--- src/design/ahcf_pkg.sv ---
// Package for the ASCII-hex command framer.
// Holds the item mode codes, register indexes, the run type and the hex digit function.
// No dependencies.
`timescale 1ns / 1ps

package ahcf_pkg;

    // Item modes on the input channel.
    typedef enum logic [1:0] {
        MODE_START  = 2'd0,
        MODE_WORD   = 2'd1,
        MODE_BYTE   = 2'd2,
        MODE_FINISH = 2'd3
    } mode_t;

    // Configuration register indexes.
    localparam logic REG_SEED     = 1'b0;
    localparam logic REG_END_CHAR = 1'b1;

    localparam logic [7:0] CHAR_COLON  = 8'h3a;
    localparam logic [7:0] CHAR_ZERO   = 8'h30;
    localparam logic [7:0] CHAR_UPPERA = 8'h41;
    localparam logic [3:0] NIB_TEN     = 4'ha;

    // Up to four characters produced by one item, and the index of the final one.
    typedef struct packed {
        logic [3:0][7:0] chars;
        logic [1:0]      last_idx;
    } run_t;

    // Upper-case ASCII hex digit of a nibble.
    function automatic logic [7:0] hex_digit(input logic [3:0] nib);
        if (nib < NIB_TEN) begin
            return CHAR_ZERO + {4'd0, nib};
        end
        return CHAR_UPPERA + {4'd0, nib - NIB_TEN};
    endfunction

endpackage

--- src/design/ascii_hex_command_framer_core.sv ---
// Top level of the ASCII-hex command framer: input register, configuration
// registers, running checksum, encoder and output serializer. Depends on ahcf_pkg,
// ahcf_encode and ahcf_serializer.
//   Channel | Ports                                      | Direction
//   --------+--------------------------------------------+----------
//   s_      | s_valid, s_ready, s_mode, s_data_value     | in
//   m_      | m_valid, m_ready, m_out_char, m_last_of_run| out
//   cfg_    | cfg_wr_en, cfg_index, cfg_data             | in
//
// Each item yields two to four characters, sent one output beat per cycle while
// m_ready is high; the serializer takes the next run as the final beat leaves.
// An item waits in the input register while the previous run drains.
// Reset (synchronous, aresetn low) clears the checksum to zero, loads the
// register defaults and empties both stages. A stall on m_ready holds the
// current character and, once the input register is full, drops s_ready.
`timescale 1ns / 1ps

module ascii_hex_command_framer_core import ahcf_pkg::*; (
    input  logic        aclk,
    input  logic        aresetn,
    input  logic        s_valid,
    output logic        s_ready,
    input  logic [1:0]  s_mode,
    input  logic [15:0] s_data_value,
    output logic        m_valid,
    input  logic        m_ready,
    output logic [7:0]  m_out_char,
    output logic        m_last_of_run,
    input  logic        cfg_wr_en,
    input  logic        cfg_index,
    input  logic [7:0]  cfg_data
);

    logic        hold_valid_reg;
    logic [1:0]  mode_reg;
    logic [15:0] data_reg;
    logic [7:0]  checksum_reg;
    logic [7:0]  checksum_next;
    logic [7:0]  seed_reg;
    logic [7:0]  end_char_reg;
    run_t        enc_run;
    logic        load_ready;
    logic        xfer;

    assign s_ready = !hold_valid_reg;
    assign xfer    = hold_valid_reg && load_ready;

    // Configuration registers.
    always_ff @(posedge aclk) begin
        if (!aresetn) begin
            seed_reg     <= 8'd85;
            end_char_reg <= 8'd10;
        end else if (cfg_wr_en) begin
            unique case (cfg_index)
                REG_SEED:     seed_reg     <= cfg_data;
                REG_END_CHAR: end_char_reg <= cfg_data;
                default:      seed_reg     <= seed_reg;
            endcase
        end
    end

    // Input register control and the running checksum, updated as each item
    // moves into the serializer.
    always_ff @(posedge aclk) begin
        if (!aresetn) begin
            hold_valid_reg <= 1'b0;
            checksum_reg   <= 8'd0;
        end else begin
            if (s_valid && s_ready) begin
                hold_valid_reg <= 1'b1;
            end else if (xfer) begin
                hold_valid_reg <= 1'b0;
            end
            if (xfer) begin
                checksum_reg <= checksum_next;
            end
        end
    end

    // Input beat payload.
    always_ff @(posedge aclk) begin
        if (s_valid && s_ready) begin
            mode_reg <= s_mode;
            data_reg <= s_data_value;
        end
    end

    ahcf_encode u_encode (
        .mode          (mode_reg),
        .data_value    (data_reg),
        .checksum      (checksum_reg),
        .checksum_seed (seed_reg),
        .end_char      (end_char_reg),
        .run           (enc_run),
        .checksum_next (checksum_next)
    );

    ahcf_serializer u_serializer (
        .aclk          (aclk),
        .aresetn       (aresetn),
        .load_valid    (hold_valid_reg),
        .load_run      (enc_run),
        .load_ready    (load_ready),
        .m_valid       (m_valid),
        .m_ready       (m_ready),
        .m_out_char    (m_out_char),
        .m_last_of_run (m_last_of_run)
    );

endmodule

--- src/design/ahcf_encode.sv ---
// Character encoder for the framer: turns one registered item into its run of
// characters and the updated checksum. Depends on ahcf_pkg.
`timescale 1ns / 1ps

module ahcf_encode import ahcf_pkg::*; (
    input  logic [1:0]  mode,
    input  logic [15:0] data_value,
    input  logic [7:0]  checksum,
    input  logic [7:0]  checksum_seed,
    input  logic [7:0]  end_char,
    output run_t        run,
    output logic [7:0]  checksum_next
);

    logic [7:0] lo_byte;
    logic [7:0] hi_byte;
    logic [3:0] cmd;

    assign lo_byte = data_value[7:0];
    assign hi_byte = data_value[15:8];
    assign cmd     = data_value[3:0];

    // Build the characters of the run and the new checksum for each mode.
    always_comb begin
        run.chars     = '0;
        run.last_idx  = 2'd1;
        checksum_next = checksum;
        unique case (mode_t'(mode))
            MODE_START: begin
                run.chars[0]  = CHAR_COLON;
                run.chars[1]  = hex_digit(cmd);
                run.last_idx  = 2'd1;
                checksum_next = checksum_seed - {4'd0, cmd};
            end
            MODE_WORD: begin
                run.chars[0]  = hex_digit(lo_byte[7:4]);
                run.chars[1]  = hex_digit(lo_byte[3:0]);
                run.chars[2]  = hex_digit(hi_byte[7:4]);
                run.chars[3]  = hex_digit(hi_byte[3:0]);
                run.last_idx  = 2'd3;
                checksum_next = checksum - lo_byte - hi_byte;
            end
            MODE_BYTE: begin
                run.chars[0]  = hex_digit(lo_byte[7:4]);
                run.chars[1]  = hex_digit(lo_byte[3:0]);
                run.last_idx  = 2'd1;
                checksum_next = checksum - lo_byte;
            end
            MODE_FINISH: begin
                run.chars[0]  = hex_digit(checksum[7:4]);
                run.chars[1]  = hex_digit(checksum[3:0]);
                run.chars[2]  = end_char;
                run.last_idx  = 2'd2;
            end
            default: begin
                run.last_idx = 2'd1;
            end
        endcase
    end

endmodule

--- src/design/ahcf_serializer.sv ---
// Output run register for the framer: holds one run of characters and sends
// them one beat at a time. Depends on ahcf_pkg.
`timescale 1ns / 1ps

module ahcf_serializer import ahcf_pkg::*; (
    input  logic       aclk,
    input  logic       aresetn,
    input  logic       load_valid,
    input  run_t       load_run,
    output logic       load_ready,
    output logic       m_valid,
    input  logic       m_ready,
    output logic [7:0] m_out_char,
    output logic       m_last_of_run
);

    run_t       run_reg;
    logic [1:0] idx_reg;
    logic       valid_reg;
    logic       at_last;
    logic       beat_done;

    assign at_last       = (idx_reg == run_reg.last_idx);
    assign beat_done     = valid_reg && m_ready;
    assign load_ready    = !valid_reg || (beat_done && at_last);
    assign m_valid       = valid_reg;
    assign m_out_char    = run_reg.chars[idx_reg];
    assign m_last_of_run = at_last;

    // Step through the run; take the next run once the final beat leaves.
    always_ff @(posedge aclk) begin
        if (!aresetn) begin
            valid_reg <= 1'b0;
            idx_reg   <= 2'd0;
        end else if (load_ready) begin
            valid_reg <= load_valid;
            idx_reg   <= 2'd0;
        end else if (beat_done) begin
            idx_reg <= idx_reg + 2'd1;
        end
    end

    // Run payload needs no reset.
    always_ff @(posedge aclk) begin
        if (load_ready && load_valid) begin
            run_reg <= load_run;
        end
    end

endmodule
--- config.mk ---
export PLATFORM = sky130hd
export DESIGN_NAME = ascii_hex_command_framer_core
export DESIGN_NICKNAME = d
export VERILOG_FILES = /design/src/design/ahcf_pkg.sv /design/src/design/ascii_hex_command_framer_core.sv /design/src/design/ahcf_encode.sv /design/src/design/ahcf_serializer.sv
export SDC_FILE = /design/constraint.sdc
export NUM_CORES = 1
export LEC_CHECK = 0
export ABC_AREA = 1
export BUFFER_PORTS_ARGS = -buffer_cell sky130_fd_sc_hd__buf_2
export CAP_MARGIN = 20
export CELL_PAD_IN_SITES_DETAIL_PLACEMENT = 0
export CELL_PAD_IN_SITES_GLOBAL_PLACEMENT = 2
export CORE_MARGIN = 1.5
export CORE_UTILIZATION = 39
export CTS_CLUSTER_SIZE = 14
export DETAILED_ROUTE_END_ITERATION = 10
export MAX_ROUTING_LAYER = met4
export PLACE_DENSITY_LB_ADDON = 0.1
export SETUP_SLACK_MARGIN = 0.15
export SYNTH_ARGS = -nofsm -noshare
export SYNTH_HDL_FRONTEND = slang
export SYNTH_SLANG_ARGS = --single-unit
--- constraint.sdc ---
create_clock -name aclk -period 6.9 [get_ports aclk]
set_input_delay 1.38 -clock aclk [delete_from_list [all_inputs] [get_ports aclk]]
set_output_delay 1.38 -clock aclk [all_outputs]
set_load 0.03 [all_outputs]
==> flow_metrics.py <==
metrics = {
    "sta": {
        "peak_clock_frequency_supported_by_timing_mhz": 304,
        "finalHoldViolCount": 0,
        "clock_skew_ns": 0.00706,
        "number_of_max_slew_violations_in_the_final_report": 0,
        "fin_crit_sh": 0.477,
        "relSlewSlack": 0.383,
        "fin_crit_ns": 3.29,
        "rsz0062_at_grt": "false",
        "finalSetupViolCount": 0,
        "tightestPinTransition_ns": 0.923,
        "finalSetupTns_ns": 0,
    },
    "die": {
        "chipHeight_um": 113,
        "die_width_um": 113,
        "placementRows": 39,
        "initial_core_util": 0.406,
        "die-area_um2": 12800,
        "core_area_um2": 11600,
        "ios": 43,
    },
    "run_status": {
        "outcome": "finished, final reports clean",
    },
    "clock_tree": {
        "worst_setup_hold_path_clk_slew_ns": 0.06,
        "cts.path.max_buffers": 2,
        "cts-hold-fix-buffers": 0,
        "cts_resized": 0,
        "root_buffer": "sky130_fd_sc_hd__clkbuf_16",
        "clock_latency_late_sink_ns": 0.34,
        "cts_tree": "done",
        "post-cts-setup-buffer-count": 0,
        "clk_sink_count": 77,
        "h-tree-depth": 3,
        "cts_made_buffers": 9,
    },
    "placed_design": {
        "placement.io_buffers": 42,
        "place.gp.congestion": 0.837,
        "dp_hpwl_um": 9860,
    },
    "drt": {
        "drtAntennaViolNets": 0,
        "routedWlPerCell_um": 16.4,
        "detail_route.first_pass.iterations": 4,
        "finalWirelength_um": 12400,
        "met2WireLength_um": 5570,
        "wirelength_met1_um": 6090,
        "detailedRoute.firstIterationViolations": 270,
        "route.vias.total": 3872,
        "vias_per_instance": 5.12,
        "dr.max_layer_used": "met4",
        "drc": 0,
        "met3RoutedLength_um": 555,
    },
    "global_routing": {
        "initial_antenna_violation_count": 0,
        "grt.total_usage": 0.214,
        "grt_max_degree": 34,
        "grt_pass1_vias": 3674,
        "globalRoute.totalOverflow": 0,
        "grt_pass1_wl_um": 19900,
    },
    "hold_path": {
        "timing.hold.worst.class": "reg2reg",
        "holdCritStartpoint": "end_char_reg[1]",
    },
    "yosys": {
        "yosys_warnings": 0,
        "synthMostInstantiatedCell": "sky130_fd_sc_hd__nand2_1",
        "syn_avg_cell_area_um2": 8.33,
        "netlist_top_cells_count": "97 x sky130_fd_sc_hd__nand2_1, 79 x sky130_fd_sc_hd__inv_1, 65 x sky130_fd_sc_hd__nor2_1, 52 x sky130_fd_sc_hd__o21ai_0, 49 x sky130_fd_sc_hd__edfxtp_1",
        "post_synth_main_area_contributors": "sky130_fd_sc_hd__edfxtp_1 31%, sky130_fd_sc_hd__dfxtp_1 12%, sky130_fd_sc_hd__ha_1 11%",
        "synth-seq-cells": 77,
        "synthCells": 566,
        "largest_area_contributor_in_the_netlist": "sky130_fd_sc_hd__edfxtp_1",
        "synthArstFlopShare": 0,
        "synth_area_um2": 4710,
        "number_of_library_cell_types_mapped_by_synthesis": 42,
        "synth-seq-area-share": 0.431,
        "synth_fp_nets": 641,
        "synthFlopType": "sky130_fd_sc_hd__edfxtp_1",
        "yosysTopAreaCellShare": 0.312,
        "synth_edf_count": 49,
    },
    "setup_path": {
        "timing.critical_path.arrival_ns": 1.91,
        "setup.worst_path.end_class": "output pin",
        "critical_path.startpoint": "u_serializer.idx_reg[0]",
        "path_max_fanout": 19,
        "worst_endpoint_required_time_ns": 5.52,
        "startpoint_class_of_the_critical_path": "register",
        "critPathKind": "reg2out",
        "r2r_start": "data_reg[0]",
    },
    "final_layout": {
        "finish.utilization": 0.464,
        "area_delta_synth_final_pct": 14.3,
        "largest_register_ff_count": 31,
        "finish.net_count": 683,
        "share_of_layout_cells_above_drive_strength_1": 0.124,
        "n_antenna_cell": 0,
    },
    "job": {
        "cap_violations": 0,
    },
    "pwr": {
        "power-per-cell-area_nw_per_um2": 251,
        "max-vdd-ir-drop_uv": 143,
        "total_leakage_power_nw": 2.42,
        "post-layout-total-power_w": 0.00135,
    },
}
==> layout by cell type, fill, tap and decap left out, types with 2 or more instances in the layout <==
cell and count:
sky130_fd_sc_hd__clkinv_4 2, sky130_fd_sc_hd__clkbuf_16 10, sky130_fd_sc_hd__a21o_1 2, sky130_fd_sc_hd__o221ai_1 2, sky130_fd_sc_hd__dfxtp_1 28, sky130_fd_sc_hd__o22ai_1 9, sky130_fd_sc_hd__o21ai_0 52, sky130_fd_sc_hd__xor2_1 13
sky130_fd_sc_hd__o21ai_1 3, sky130_fd_sc_hd__a21oi_2 3, sky130_fd_sc_hd__nor3_1 3, sky130_fd_sc_hd__a32o_1 3, sky130_fd_sc_hd__a22oi_1 2, sky130_fd_sc_hd__xnor2_1 2, sky130_fd_sc_hd__inv_2 2, sky130_fd_sc_hd__a211oi_1 2
sky130_fd_sc_hd__nand2_1 97, sky130_fd_sc_hd__edfxtp_1 49, sky130_fd_sc_hd__buf_2 42, sky130_fd_sc_hd__nand4_1 4, sky130_fd_sc_hd__fa_1 3, sky130_fd_sc_hd__nand3_1 27, sky130_fd_sc_hd__nor2_1 64, sky130_fd_sc_hd__a21oi_1 34
sky130_fd_sc_hd__ha_1 40, sky130_fd_sc_hd__or2_2 6, sky130_fd_sc_hd__a21boi_0 2, sky130_fd_sc_hd__a31oi_1 5, sky130_fd_sc_hd__inv_1 79, sky130_fd_sc_hd__o211ai_1 5
==> path summary, 6_finish.rpt <==
kind                                         to  slack (ns)  cells after the start
worst min-delay path            end_char_reg[1]        0.48                      2
worst min register to register  end_char_reg[1]        0.48                      2
worst max register to register  checksum_reg[7]        3.81                     17
worst max-delay path              m_out_char[2]        3.61                      4
==> per-layer routing <==
metal	global-route usage	vias up
met4	0.0683	0
li1	-	1993
met1	0.287	1785
met2	0.328	80
met3	0.0412	14
met5	-	-
==> stage by stage <==
stage               setup slack [ns]  area, µm²  hold slack, ns  cells
floorplan                       4.11       4710           0.433    566
global placement                3.88       5040           0.463    739
detailed placement              3.80       5040           0.470    739
CTS                             3.61       5370           0.487    755
global route                    3.42       5390           0.513    756
finish                          3.61       5390           0.482    756
==> worst max-delay path, cell delays in order, from the launching register on <==
cell and delay, ns:
sky130_fd_sc_hd__dfxtp_1 0.69, sky130_fd_sc_hd__inv_1 0.35, sky130_fd_sc_hd__o21ai_0 0.24, sky130_fd_sc_hd__o22ai_1 0.10
sky130_fd_sc_hd__buf_2 0.18
==> logic make-up (layout without fill, tap and decap cells) <==
| family | after synthesis | in the layout | share of synthesized area |
|---|---|---|---|
| AO/OA/AOI/OAI | 130 | 130 | 0.161 |
| flip-flops | 77 | 77 | 0.431 |
| AND/OR/NAND/NOR | 207 | 207 | 0.183 |
| XOR/XNOR | 15 | 15 | 0.0279 |
| buffers and inverters | 94 | 141 | 0.0783 |
| adder cells (fa/ha/maj) | 43 | 43 | 0.119 |
==> cell type report <==
class                   count  area, µm²
clock buffers              11        264
clock inverters             5       63.8
fillers                  1202       6230
inverters                  82        308
multi-input cells         395       2310
flip-flops and latches     77       2030
well taps                 143        179
repair buffers             43        225
==> report_power, final <==
group | switching (W) | internal (W) | total, W
Clock | 0.000197 | 0.000315 | 0.000512
Combinational | 0.000187 | 0.000103 | 0.000290
Sequential | 0.0000228 | 0.000529 | 0.000552
No activity file was read; power rests on OpenSTA's default activity.
